[config.mk]
export PLATFORM = sky130hd
export DESIGN_NAME = selective_repeat_send_window_core
export DESIGN_NICKNAME = d
export VERILOG_FILES = /design/src/design/srsw_pkg.sv /design/src/design/selective_repeat_send_window_core.sv /design/src/design/srsw_front.sv /design/src/design/srsw_queue.sv /design/src/design/srsw_back.sv
export SDC_FILE = /design/constraint.sdc
export NUM_CORES = 1
export LEC_CHECK = 0
export ABC_CLOCK_PERIOD_IN_PS = 9330
export BUFFER_PORTS_ARGS = -buffer_cell sky130_fd_sc_hd__buf_2
export CORE_MARGIN = 1.5
export CORE_UTILIZATION = 25
export CTS_CLUSTER_SIZE = 8
export DETAILED_ROUTE_END_ITERATION = 7
export GPL_TIMING_DRIVEN = 1
export PLACE_DENSITY = 0.43
export REMOVE_ABC_BUFFERS = 1
export SETUP_SLACK_MARGIN = 0.1
export SLEW_MARGIN = 15
export SYNTH_ARGS = -nofsm -noshare
export SYNTH_HDL_FRONTEND = slang
export SYNTH_SLANG_ARGS = --single-unit
export TNS_END_PERCENT = 10
[constraint.sdc]
create_clock -name clk_i -period 9.33 [get_ports clk_i]
set_input_delay 0.933 -clock clk_i [delete_from_list [all_inputs] [get_ports clk_i]]
set_output_delay 0.933 -clock clk_i [all_outputs]
set_load 0.05 [all_outputs]
[src/design/srsw_pkg.sv]
// ----------------------------------------------------------------------------
// srsw_pkg: shared types and constants of the selective-repeat send window
// Command codes, result codes, the queued request and the result record.
// ----------------------------------------------------------------------------
package srsw_pkg;

  // Window geometry and field widths.
  localparam int WINDOW_MAX = 8;
  localparam int SLOT_W     = $clog2(WINDOW_MAX);
  localparam int CNT_W      = $clog2(WINDOW_MAX + 1);
  localparam int SEQ_BITS   = 32;
  localparam int WS_W       = 4;
  localparam int TMO_W      = 16;
  localparam int INFL_W     = 4;
  localparam int QUEUE_DEPTH = 2;
  localparam int QPTR_W     = $clog2(QUEUE_DEPTH);
  localparam int QCNT_W     = $clog2(QUEUE_DEPTH + 1);

  // Reset values of the configuration registers.
  localparam logic [WS_W-1:0]  WINDOW_SIZE_RST   = WS_W'(3);
  localparam logic [TMO_W-1:0] TIMEOUT_TICKS_RST = TMO_W'(50);

  // Opcodes on the input stream.
  localparam logic [1:0] OP_NEW  = 2'd0;
  localparam logic [1:0] OP_ACK  = 2'd1;
  localparam logic [1:0] OP_TICK = 2'd2;

  // Register indexes on the configuration port.
  localparam logic REG_WINDOW_SIZE   = 1'b0;
  localparam logic REG_TIMEOUT_TICKS = 1'b1;

  typedef enum logic [1:0] {
    CMD_NEW,
    CMD_ACK,
    CMD_TICK,
    CMD_NOP
  } cmd_e;

  typedef enum logic [1:0] {
    KIND_STATUS = 2'd0,
    KIND_SEND   = 2'd1,
    KIND_RETX   = 2'd2
  } kind_e;

  typedef enum logic [1:0] {
    STAT_OK      = 2'd0,
    STAT_FULL    = 2'd1,
    STAT_OUTSIDE = 2'd2,
    STAT_DUP     = 2'd3
  } status_e;

  typedef enum logic [1:0] {
    S_IDLE,
    S_SLIDE,
    S_WALK
  } back_state_e;

  // One classified request waiting for the back end.
  typedef struct packed {
    cmd_e                cmd;
    logic [SEQ_BITS-1:0] ack_num;
  } req_t;

  // One result record.
  typedef struct packed {
    kind_e               kind;
    logic [SEQ_BITS-1:0] seq_num;
    status_e             status;
    logic [SEQ_BITS-1:0] window_base;
    logic [INFL_W-1:0]   in_flight;
    logic                last;
  } res_t;

  // Map an opcode onto a command; the unused code is a no-op.
  function automatic cmd_e cmd_from_op(input logic [1:0] op);
    cmd_e c;
    unique case (op)
      OP_NEW:  c = CMD_NEW;
      OP_ACK:  c = CMD_ACK;
      OP_TICK: c = CMD_TICK;
      default: c = CMD_NOP;
    endcase
    return c;
  endfunction

endpackage

[src/design/selective_repeat_send_window_core.sv]
// Path: a request passes the intake register, the request queue and the window
// engine; results leave through the engine's output register. An accepted ack retires
// its leading acked slots (up to 8) one per cycle, and a tick walks the window one slot
// per cycle unless a due result waits; the engine takes no queued request until done.
// Reset (asynchronous, active low) empties the window and loads window size 3
// and timeout 50; the engine is ready as soon as reset is released.
// ----------------------------------------------------------------------------
// selective_repeat_send_window_core: sender window of a selective-repeat ARQ
// Intake register, request queue and window engine, with the APB register
// block for window size and retransmission timeout.
// ----------------------------------------------------------------------------
module selective_repeat_send_window_core (
  input  logic        clk_i,
  input  logic        rst_ni,
  // Input stream.
  input  logic        s_axis_tvalid,
  output logic        s_axis_tready,
  input  logic [31:0] s_axis_tdata,   // [31:0] ack_num
  input  logic [1:0]  s_axis_tuser,   // [1:0] op
  // Result stream.
  output logic        m_axis_tvalid,
  input  logic        m_axis_tready,
  output logic [71:0] m_axis_tdata,   // [31:0] seq_num, [33:32] status,
                                      // [65:34] window_base, [69:66] in_flight
  output logic [1:0]  m_axis_tuser,   // [1:0] kind
  output logic        m_axis_tlast,
  // Configuration port.
  input  logic        psel,
  input  logic        penable,
  input  logic        pwrite,
  input  logic [2:0]  paddr,
  input  logic [31:0] pwdata,
  output logic [31:0] prdata,
  output logic        pready
);
  import srsw_pkg::*;

  logic [WS_W-1:0]  window_size_q;
  logic [TMO_W-1:0] timeout_ticks_q;
  logic             cfg_write;

  logic             fr_valid, q_ready, q_valid, q_pop;
  req_t             fr_req, q_req;
  logic             res_valid;
  res_t             res;

  // Configuration registers.
  assign pready    = 1'b1;
  assign cfg_write = psel && penable && pwrite && pready;

  always_ff @(posedge clk_i or negedge rst_ni) begin
    if (!rst_ni) begin
      window_size_q   <= WINDOW_SIZE_RST;
      timeout_ticks_q <= TIMEOUT_TICKS_RST;
    end else if (cfg_write) begin
      unique case (paddr[2])
        REG_WINDOW_SIZE:   window_size_q   <= pwdata[WS_W-1:0];
        REG_TIMEOUT_TICKS: timeout_ticks_q <= pwdata[TMO_W-1:0];
        default: ;
      endcase
    end
  end

  always_comb begin
    unique case (paddr[2])
      REG_WINDOW_SIZE:   prdata = 32'(window_size_q);
      REG_TIMEOUT_TICKS: prdata = 32'(timeout_ticks_q);
      default:           prdata = '0;
    endcase
  end

  // Intake and classification.
  srsw_front u_front (
    .clk_i       (clk_i),
    .rst_ni      (rst_ni),
    .in_valid_i  (s_axis_tvalid),
    .in_ready_o  (s_axis_tready),
    .op_i        (s_axis_tuser),
    .ack_num_i   (s_axis_tdata),
    .req_valid_o (fr_valid),
    .req_ready_i (q_ready),
    .req_o       (fr_req)
  );

  // Request queue.
  srsw_queue u_queue (
    .clk_i   (clk_i),
    .rst_ni  (rst_ni),
    .push_i  (fr_valid),
    .ready_o (q_ready),
    .data_i  (fr_req),
    .valid_o (q_valid),
    .pop_i   (q_pop),
    .data_o  (q_req)
  );

  // Window engine.
  srsw_back u_back (
    .clk_i           (clk_i),
    .rst_ni          (rst_ni),
    .req_valid_i     (q_valid),
    .req_i           (q_req),
    .req_pop_o       (q_pop),
    .window_size_i   (window_size_q),
    .timeout_ticks_i (timeout_ticks_q),
    .res_valid_o     (res_valid),
    .res_ready_i     (m_axis_tready),
    .res_o           (res)
  );

  // Result packing.
  assign m_axis_tvalid = res_valid;
  assign m_axis_tdata  = {2'b00, res.in_flight, res.window_base, res.status, res.seq_num};
  assign m_axis_tuser  = res.kind;
  assign m_axis_tlast  = res.last;

endmodule

[src/design/srsw_front.sv]
// ----------------------------------------------------------------------------
// srsw_front: request intake
// Takes requests from the input stream, classifies the opcode and holds the
// classified request in a register until the queue takes it.
// ----------------------------------------------------------------------------
module srsw_front (
  input  logic                             clk_i,
  input  logic                             rst_ni,
  input  logic                             in_valid_i,
  output logic                             in_ready_o,
  input  logic [1:0]                       op_i,
  input  logic [srsw_pkg::SEQ_BITS-1:0]    ack_num_i,
  output logic                             req_valid_o,
  input  logic                             req_ready_i,
  output srsw_pkg::req_t                   req_o
);
  import srsw_pkg::*;

  logic valid_q, valid_d;
  req_t req_q;

  // The holding register frees up when the queue takes its request.
  assign in_ready_o = !valid_q || req_ready_i;

  always_comb begin
    valid_d = valid_q;
    if (req_ready_i) begin
      valid_d = 1'b0;
    end
    if (in_valid_i && in_ready_o) begin
      valid_d = 1'b1;
    end
  end

  always_ff @(posedge clk_i or negedge rst_ni) begin
    if (!rst_ni) begin
      valid_q <= 1'b0;
    end else begin
      valid_q <= valid_d;
    end
  end

  // Classified payload.
  always_ff @(posedge clk_i) begin
    if (in_valid_i && in_ready_o) begin
      req_q.cmd     <= cmd_from_op(op_i);
      req_q.ack_num <= ack_num_i;
    end
  end

  assign req_valid_o = valid_q;
  assign req_o       = req_q;

endmodule

[src/design/srsw_queue.sv]
// ----------------------------------------------------------------------------
// srsw_queue: request queue
// Short first-in first-out queue that decouples intake from execution.
// ----------------------------------------------------------------------------
module srsw_queue (
  input  logic           clk_i,
  input  logic           rst_ni,
  input  logic           push_i,
  output logic           ready_o,
  input  srsw_pkg::req_t data_i,
  output logic           valid_o,
  input  logic           pop_i,
  output srsw_pkg::req_t data_o
);
  import srsw_pkg::*;

  req_t               mem_q [QUEUE_DEPTH];
  logic [QPTR_W-1:0]  wr_ptr_q, rd_ptr_q;
  logic [QCNT_W-1:0]  cnt_q;
  logic               do_push, do_pop;

  assign ready_o = (cnt_q != QCNT_W'(QUEUE_DEPTH));
  assign valid_o = (cnt_q != '0);
  assign do_push = push_i && ready_o;
  assign do_pop  = pop_i && valid_o;
  assign data_o  = mem_q[rd_ptr_q];

  // Pointers and fill level.
  always_ff @(posedge clk_i or negedge rst_ni) begin
    if (!rst_ni) begin
      wr_ptr_q <= '0;
      rd_ptr_q <= '0;
      cnt_q    <= '0;
    end else begin
      if (do_push) begin
        wr_ptr_q <= (wr_ptr_q == QPTR_W'(QUEUE_DEPTH - 1)) ? '0 : wr_ptr_q + 1'b1;
      end
      if (do_pop) begin
        rd_ptr_q <= (rd_ptr_q == QPTR_W'(QUEUE_DEPTH - 1)) ? '0 : rd_ptr_q + 1'b1;
      end
      if (do_push && !do_pop) begin
        cnt_q <= cnt_q + 1'b1;
      end else if (do_pop && !do_push) begin
        cnt_q <= cnt_q - 1'b1;
      end
    end
  end

  // Storage.
  always_ff @(posedge clk_i) begin
    if (do_push) begin
      mem_q[wr_ptr_q] <= data_i;
    end
  end

endmodule

[src/design/srsw_back.sv]
// ----------------------------------------------------------------------------
// srsw_back: window engine
// Holds the send window and executes queued requests: admission, ack marking
// with a slide of one slot per cycle, and a timer walk of one slot per cycle while results are not held up.
// ----------------------------------------------------------------------------
module srsw_back (
  input  logic                            clk_i,
  input  logic                            rst_ni,
  input  logic                            req_valid_i,
  input  srsw_pkg::req_t                  req_i,
  output logic                            req_pop_o,
  input  logic [srsw_pkg::WS_W-1:0]       window_size_i,
  input  logic [srsw_pkg::TMO_W-1:0]      timeout_ticks_i,
  output logic                            res_valid_o,
  input  logic                            res_ready_i,
  output srsw_pkg::res_t                  res_o
);
  import srsw_pkg::*;

  back_state_e               state_q, state_d;
  logic [SEQ_BITS-1:0]       base_q, base_d;
  logic [SLOT_W-1:0]         head_q, head_d;
  logic [CNT_W-1:0]          count_q, count_d;
  logic [WINDOW_MAX-1:0]     acked_q, acked_d;
  logic [WINDOW_MAX-1:0]     mask_q, mask_d;
  logic [CNT_W-1:0]          step_q, step_d;
  logic [TMO_W-1:0]          timer_q [WINDOW_MAX];

  logic                      timer_we;
  logic [SLOT_W-1:0]         timer_waddr;
  logic [TMO_W-1:0]          timer_wdata;

  logic                      out_valid_q;
  res_t                      res_q, res_d;
  logic                      out_free, emit;

  logic                      win_full;
  logic [SEQ_BITS-1:0]       ack_off;
  logic                      ack_in_win;
  logic [SLOT_W-1:0]         ack_idx;
  logic [WINDOW_MAX-1:0]     due_mask;
  logic [WINDOW_MAX-1:0]     due_rest;
  logic [SLOT_W-1:0]         walk_idx;

  assign out_free = !out_valid_q || res_ready_i;

  // Admission limit: the configured size saturates at the slot count.
  assign win_full = (32'(count_q) >= 32'(window_size_i)) ||
                    (count_q >= CNT_W'(WINDOW_MAX));

  // Ack position relative to the window base.
  assign ack_off    = req_i.ack_num - base_q;
  assign ack_in_win = (ack_off < SEQ_BITS'(count_q));
  assign ack_idx    = head_q + ack_off[SLOT_W-1:0];

  // Slots due for retransmission at this tick, in window order.
  always_comb begin
    for (int k = 0; k < WINDOW_MAX; k++) begin
      due_mask[k] = (CNT_W'(k) < count_q) && !acked_q[head_q + SLOT_W'(k)] &&
                    (timer_q[head_q + SLOT_W'(k)] <= TMO_W'(1));
    end
  end

  assign walk_idx = head_q + step_q[SLOT_W-1:0];
  assign due_rest = mask_q >> step_q;

  // Sequencer: next state, window update and result.
  always_comb begin
    state_d     = state_q;
    base_d      = base_q;
    head_d      = head_q;
    count_d     = count_q;
    acked_d     = acked_q;
    mask_d      = mask_q;
    step_d      = step_q;
    timer_we    = 1'b0;
    timer_waddr = '0;
    timer_wdata = timeout_ticks_i;
    req_pop_o   = 1'b0;
    emit        = 1'b0;
    res_d       = '0;
    res_d.kind   = KIND_STATUS;
    res_d.status = STAT_OK;
    res_d.last   = 1'b1;

    unique case (state_q)
      S_IDLE: begin
        if (req_valid_i) begin
          unique case (req_i.cmd)
            CMD_NEW: begin
              if (out_free) begin
                req_pop_o = 1'b1;
                emit      = 1'b1;
                if (win_full) begin
                  res_d.status = STAT_FULL;
                end else begin
                  acked_d[head_q + count_q[SLOT_W-1:0]] = 1'b0;
                  timer_we    = 1'b1;
                  timer_waddr = head_q + count_q[SLOT_W-1:0];
                  count_d       = count_q + 1'b1;
                  res_d.kind    = KIND_SEND;
                  res_d.seq_num = base_q + SEQ_BITS'(count_q);
                end
              end
            end
            CMD_ACK: begin
              if (!ack_in_win) begin
                if (out_free) begin
                  req_pop_o    = 1'b1;
                  emit         = 1'b1;
                  res_d.status = STAT_OUTSIDE;
                end
              end else if (acked_q[ack_idx]) begin
                if (out_free) begin
                  req_pop_o    = 1'b1;
                  emit         = 1'b1;
                  res_d.status = STAT_DUP;
                end
              end else begin
                req_pop_o        = 1'b1;
                acked_d[ack_idx] = 1'b1;
                state_d          = S_SLIDE;
              end
            end
            CMD_TICK: begin
              req_pop_o = 1'b1;
              mask_d    = due_mask;
              step_d    = '0;
              state_d   = S_WALK;
            end
            CMD_NOP: begin
              if (out_free) begin
                req_pop_o = 1'b1;
                emit      = 1'b1;
              end
            end
            default: ;
          endcase
        end
      end

      // Retire the leading acked slot each cycle, then report.
      S_SLIDE: begin
        if (count_q != '0 && acked_q[head_q]) begin
          acked_d[head_q] = 1'b0;
          head_d  = head_q + 1'b1;
          base_d  = base_q + 1'b1;
          count_d = count_q - 1'b1;
        end else if (out_free) begin
          emit    = 1'b1;
          state_d = S_IDLE;
        end
      end

      // One slot per cycle unless a result stalls: reload and report due slots, count down unacked ones.
      S_WALK: begin
        if (step_q >= count_q) begin
          if (mask_q == '0) begin
            if (out_free) begin
              emit    = 1'b1;
              state_d = S_IDLE;
            end
          end else begin
            state_d = S_IDLE;
          end
        end else if (mask_q[step_q[SLOT_W-1:0]]) begin
          if (out_free) begin
            timer_we      = 1'b1;
            timer_waddr   = walk_idx;
            emit          = 1'b1;
            res_d.kind    = KIND_RETX;
            res_d.seq_num = base_q + SEQ_BITS'(step_q);
            res_d.last    = (due_rest[WINDOW_MAX-1:1] == '0);
            step_d        = step_q + 1'b1;
          end
        end else begin
          if (!acked_q[walk_idx]) begin
            timer_we    = 1'b1;
            timer_waddr = walk_idx;
            timer_wdata = timer_q[walk_idx] - 1'b1;
          end
          step_d = step_q + 1'b1;
        end
      end

      default: state_d = S_IDLE;
    endcase

    res_d.window_base = base_d;
    res_d.in_flight   = INFL_W'(count_d);
  end

  // Window control state.
  always_ff @(posedge clk_i or negedge rst_ni) begin
    if (!rst_ni) begin
      state_q <= S_IDLE;
      base_q  <= '0;
      head_q  <= '0;
      count_q <= '0;
      acked_q <= '0;
      mask_q  <= '0;
      step_q  <= '0;
    end else begin
      state_q <= state_d;
      base_q  <= base_d;
      head_q  <= head_d;
      count_q <= count_d;
      acked_q <= acked_d;
      mask_q  <= mask_d;
      step_q  <= step_d;
    end
  end

  // Slot timers, one write per cycle.
  always_ff @(posedge clk_i) begin
    if (timer_we) begin
      timer_q[timer_waddr] <= timer_wdata;
    end
  end

  // Output register.
  always_ff @(posedge clk_i or negedge rst_ni) begin
    if (!rst_ni) begin
      out_valid_q <= 1'b0;
    end else if (out_free) begin
      out_valid_q <= emit;
    end
  end

  always_ff @(posedge clk_i) begin
    if (out_free && emit) begin
      res_q <= res_d;
    end
  end

  assign res_valid_o = out_valid_q;
  assign res_o       = res_q;

  // The window never holds more segments than there are slots.
  a_count_max: assert property (@(posedge clk_i) disable iff (!rst_ni)
    count_q <= CNT_W'(WINDOW_MAX))
    else $error("window count above slot count");

  // Between requests the oldest slot in flight is never an acked one.
  a_head_unacked: assert property (@(posedge clk_i) disable iff (!rst_ni)
    (state_q == S_IDLE && count_q != '0) |-> !acked_q[head_q])
    else $error("window left resting on an acked slot");

  // The timer walk never passes the end of the window.
  a_walk_bound: assert property (@(posedge clk_i) disable iff (!rst_ni)
    (state_q == S_WALK) |-> (step_q <= count_q))
    else $error("timer walk beyond window");

  // Retiring an acked head advances the base by one.
  a_slide_step: assert property (@(posedge clk_i) disable iff (!rst_ni)
    (state_q == S_SLIDE && count_q != '0 && acked_q[head_q]) |=>
    (base_q == $past(base_q) + 1'b1))
    else $error("slide did not advance the base");

  // A retransmit result always carries an ok status.
  a_retx_ok: assert property (@(posedge clk_i) disable iff (!rst_ni)
    (out_valid_q && res_q.kind == KIND_RETX) |-> (res_q.status == STAT_OK))
    else $error("retransmit with error status");

endmodule

==> impl_metrics.ini <==
[power]
p_int_uw = 5190
p_sw_uw = 3840
vdd.ir_drop.worst_uv = 194
leakage_uw = 0.00856
seqPwrFrac_pct = 33.5
clockPowerShare_pct = 21.3
swShare_pct = 42.5
comb_power_share_pct = 45.2
powerDensity_nw_per_um2 = 379

[yosys]
yosys_most_used_dff = edfxtp_1
synth_edf_count = 303
postSynthAreaPerCell_um2 = 12.2
syn_inst = 1670
synthArstFlopShare_pct = 22.3
yosysSeqAreaShare_pct = 55.6
ys_warn_count = 0
synth_area_um2 = 20300
synthDistinctLibCells = 85
synth-seq-cells = 390

[setup_path]
critical_path_class = reg -> reg
path_delay_family = simple AND/OR/NAND/NOR gates
critPathBufInv = 2
critPathCaptureType = flip-flop
critPathLaunchType = flip-flop
arrival_ns = 5.93
startpoint = u_queue.rd_ptr_q
rrSetupSlack_ns = 3.64
cpMaxStageDelayCell = buf_4
crit_fanout = 70
worstPathRequired_ns = 9.56
r2r_start = u_queue.rd_ptr_q
crit_chain = buf_4, mux2_2, ha_1, and4_1, nand3_1, or3_1, a211oi_1, o21bai_1, and4_1, o2111ai_1, or3_4, o21ai_1, and2_1, o22ai_4, buf_4
max_stage_delay_ns = 0.71

[placed_design]
postPlaceCellArea_um2 = 22200
dp_hpwl_mm = 43.4
place_congestion = 0.857
port_buffers = 148

[die]
rows = 104
start_util_pct = 25.2
core_um2 = 80400
io_pins = 186
die-area_um2 = 82900
die_w_um = 288
fp.dieH_um = 288

[routing]
vias = 14113
routed_wl_mm = 59.1
drc = 0
first_iter_violations = 1211
drt-pass1-iter-count = 5
wire_per_inst_um = 20.2
antenna_left = 0
vias_per_cell = 4.82

[global_routing]
grt_pass1_wl_mm = 89.3
grt-ovfl-total = 0
grt_pass1_vias = 14013
antenna_found_initial = 5
grt_start_max_net_pins = 71
grt_use_total_pct = 14.2

[run]
drv_cap = 0

[clocking]
htree_levels = 2
post_cts_resize_count = 0
root_buffer = clkbuf_16
post_cts_buffers = 0
cts_num_sinks = 390
cts_hold_buf = 0
clkTransAtPathRegs_ns = 0.05
clkLatencyLatePin_ns = 0.62
cts_tree = built
cts_buffers = 56
clockBufferDepth = 3

[finish]
final_nets = 1968
finalInstanceArea_um2 = 23900
num-fill-cells = 8250
antenna_cells = 0
synthToLayoutAreaGrowth_pct = 17.5
layout-drive-gt1-share_pct = 19.9
final_util_pct = 29.7

[sta]
slew_headroom_pct = 20.2
hold_viol_final = 0
finalSetupViolCount = 0
worst_clock_skew_ns = 0.0395
fmax_mhz = 176
tightest_slew_ns = 1.18
slew_violations = 0
period_share_pct = 61.0
setup_tns_ns = 0
rsz0062_at_grt = no
layout_min_cycle_time_ns = 5.69

[run_status]
status = complete, no violations

[hold_path]
hold_path_class = in -> async
==> power groups by stage <==
stage / clock (µW) / combinational, µW / sequential (µW)
finish: 1930 / 4080 / 3020
global route: 2060 / 4470 / 3080
CTS: 1990 / 4140 / 3030
detailed placement: 0 / 4120 / 3060
global placement: 0 / 4100 / 3050
floorplan: 0 / 2360 / 3610
==> cell type report <==
type | instances | area [µm²] | area share (%)
Timing Repair Buffer | 161 | 841 | 3.52
Sequential cell | 390 | 11300 | 47.3
Clock buffer | 100 | 1610 | 6.74
Tap cell | 1060 | 1330 | 5.56
Clock inverter | 6 | 90.1 | 0.378
Multi-Input combinational cell | 1141 | 8460 | 35.5
Inverter | 67 | 251 | 1.05
==> per-layer routing <==
| layer | vias up | GRT usage, % | wire length [µm] |
|---|---|---|---|
| li1 | 6613 | - | - |
| met3 | 83 | 2.46 | 2990 |
| met2 | 378 | 21.0 | 25300 |
| met4 | 8 | 3.52 | 1190 |
| met1 | 7031 | 21.3 | 29600 |
| met5 | - | 0 | 55 |
==> metrics by stage <==
stage | hold WS [ns] | std cells | power, µW | setup WS [ns]
2_1_floorplan | 0.421 | 1598 | 5970 | 1.55
3_3_place_gp | 0.424 | 2819 | 7150 | 3.63
3_5_place_dp | 0.430 | 2819 | 7180 | 3.68
4_1_cts | 0.261 | 2925 | 9150 | 3.65
5_1_grt | 0.298 | 2925 | 9610 | 3.27
6_report | 0.277 | 2925 | 9040 | 3.64
==> flip-flops by register name, indices dropped and copies added, names as in the netlist <==
name                 cells
timeout_ticks_q         16
u_back.acked_q           8
u_back.base_q           32
u_back.count_q           4
u_back.head_q            3
u_back.mask_q            8
u_back.res_o            73
u_back.res_valid_o       1
u_back.state_q           2
u_back.step_q            4
u_back.timer_q         128
u_front.req_o           34
u_front.req_valid_o      1
u_queue.cnt_q            2
u_queue.mem_q           68
u_queue.rd_ptr_q         1
u_queue.wr_ptr_q         1
window_size_q            4
==> cells in the mapped netlist, types with 36 or more instances <==
cell type  count  area (µm²)
nand2_1      131         492
xnor2_1       64         561
mux2_2        55         619
o21ai_0       86         430
nand3_1       36         180
a21oi_1       77         385
ha_1          69         863
inv_1         66         248
nor3_1        46         230
mux4_2        46        1040
clkbuf_1      50         188
edfxtp_1     303        9100
nor2_1       116         435
dfrtp_1       82        2050
==> worst reg2reg max path: cells and delay by family (launching register included) <==
kind / cells / cell delay (ns)
flip-flops: 1 / 0.32
AO/OA/AOI/OAI: 5 / 1.26
multiplexers: 1 / 0.45
buffers and inverters: 2 / 1.15
adder cells (fa/ha/maj): 1 / 0.47
AND/OR/NAND/NOR: 6 / 1.58
==> cells in the final DEF, fill, tap and decap left out, types with 9 or more instances in the layout <==
cell type and n:
a21o_1 18, a21oi_1 77, a21oi_2 12, a221oi_1 9, a31oi_1 16, a41oi_1 10
and2_1 24, and3_1 15, buf_2 147, buf_4 14, clkbuf_1 41, clkbuf_16 57
conb_1 19, dfrtp_1 82, edfxtp_1 303, ha_1 68, inv_1 66, mux2_2 55
mux2i_1 35, mux4_2 46, nand2_1 131, nand2b_1 16, nand3_1 36, nand4_1 29
nor2_1 109, nor3_1 44, nor4_1 34, o211ai_1 11, o21ai_0 86, o22ai_1 17
xnor2_1 63, xor2_1 16
==> kinds of logic (layout without fill, tap and decap cells) <==
kind of cell / after synthesis / count (layout) / synth area share, %
buffers and inverters: 156 / 334 / 3.40
flip-flops: 390 / 390 / 55.6
AND/OR/NAND/NOR: 484 / 484 / 11.7
other: 2 / 19 / 0.0370
XOR/XNOR: 80 / 80 / 3.45
multiplexers: 136 / 136 / 9.88
AO/OA/AOI/OAI: 347 / 347 / 11.1
adder cells (fa/ha/maj): 75 / 75 / 4.85
==> path summary, 6_finish.rpt <==
path | cells after the start | to
max reg2reg | 15 | u_back.res_o[68]
min reg2reg | 0 | u_queue.mem_q[1][14]
max | 15 | u_back.res_o[68]
min in group clk_i | 0 | u_queue.mem_q[1][14]
max in group asynchronous | 2 | u_back.acked_q[1]
min | 1 | u_back.base_q[20]
Power figures use the tool's default switching activity.
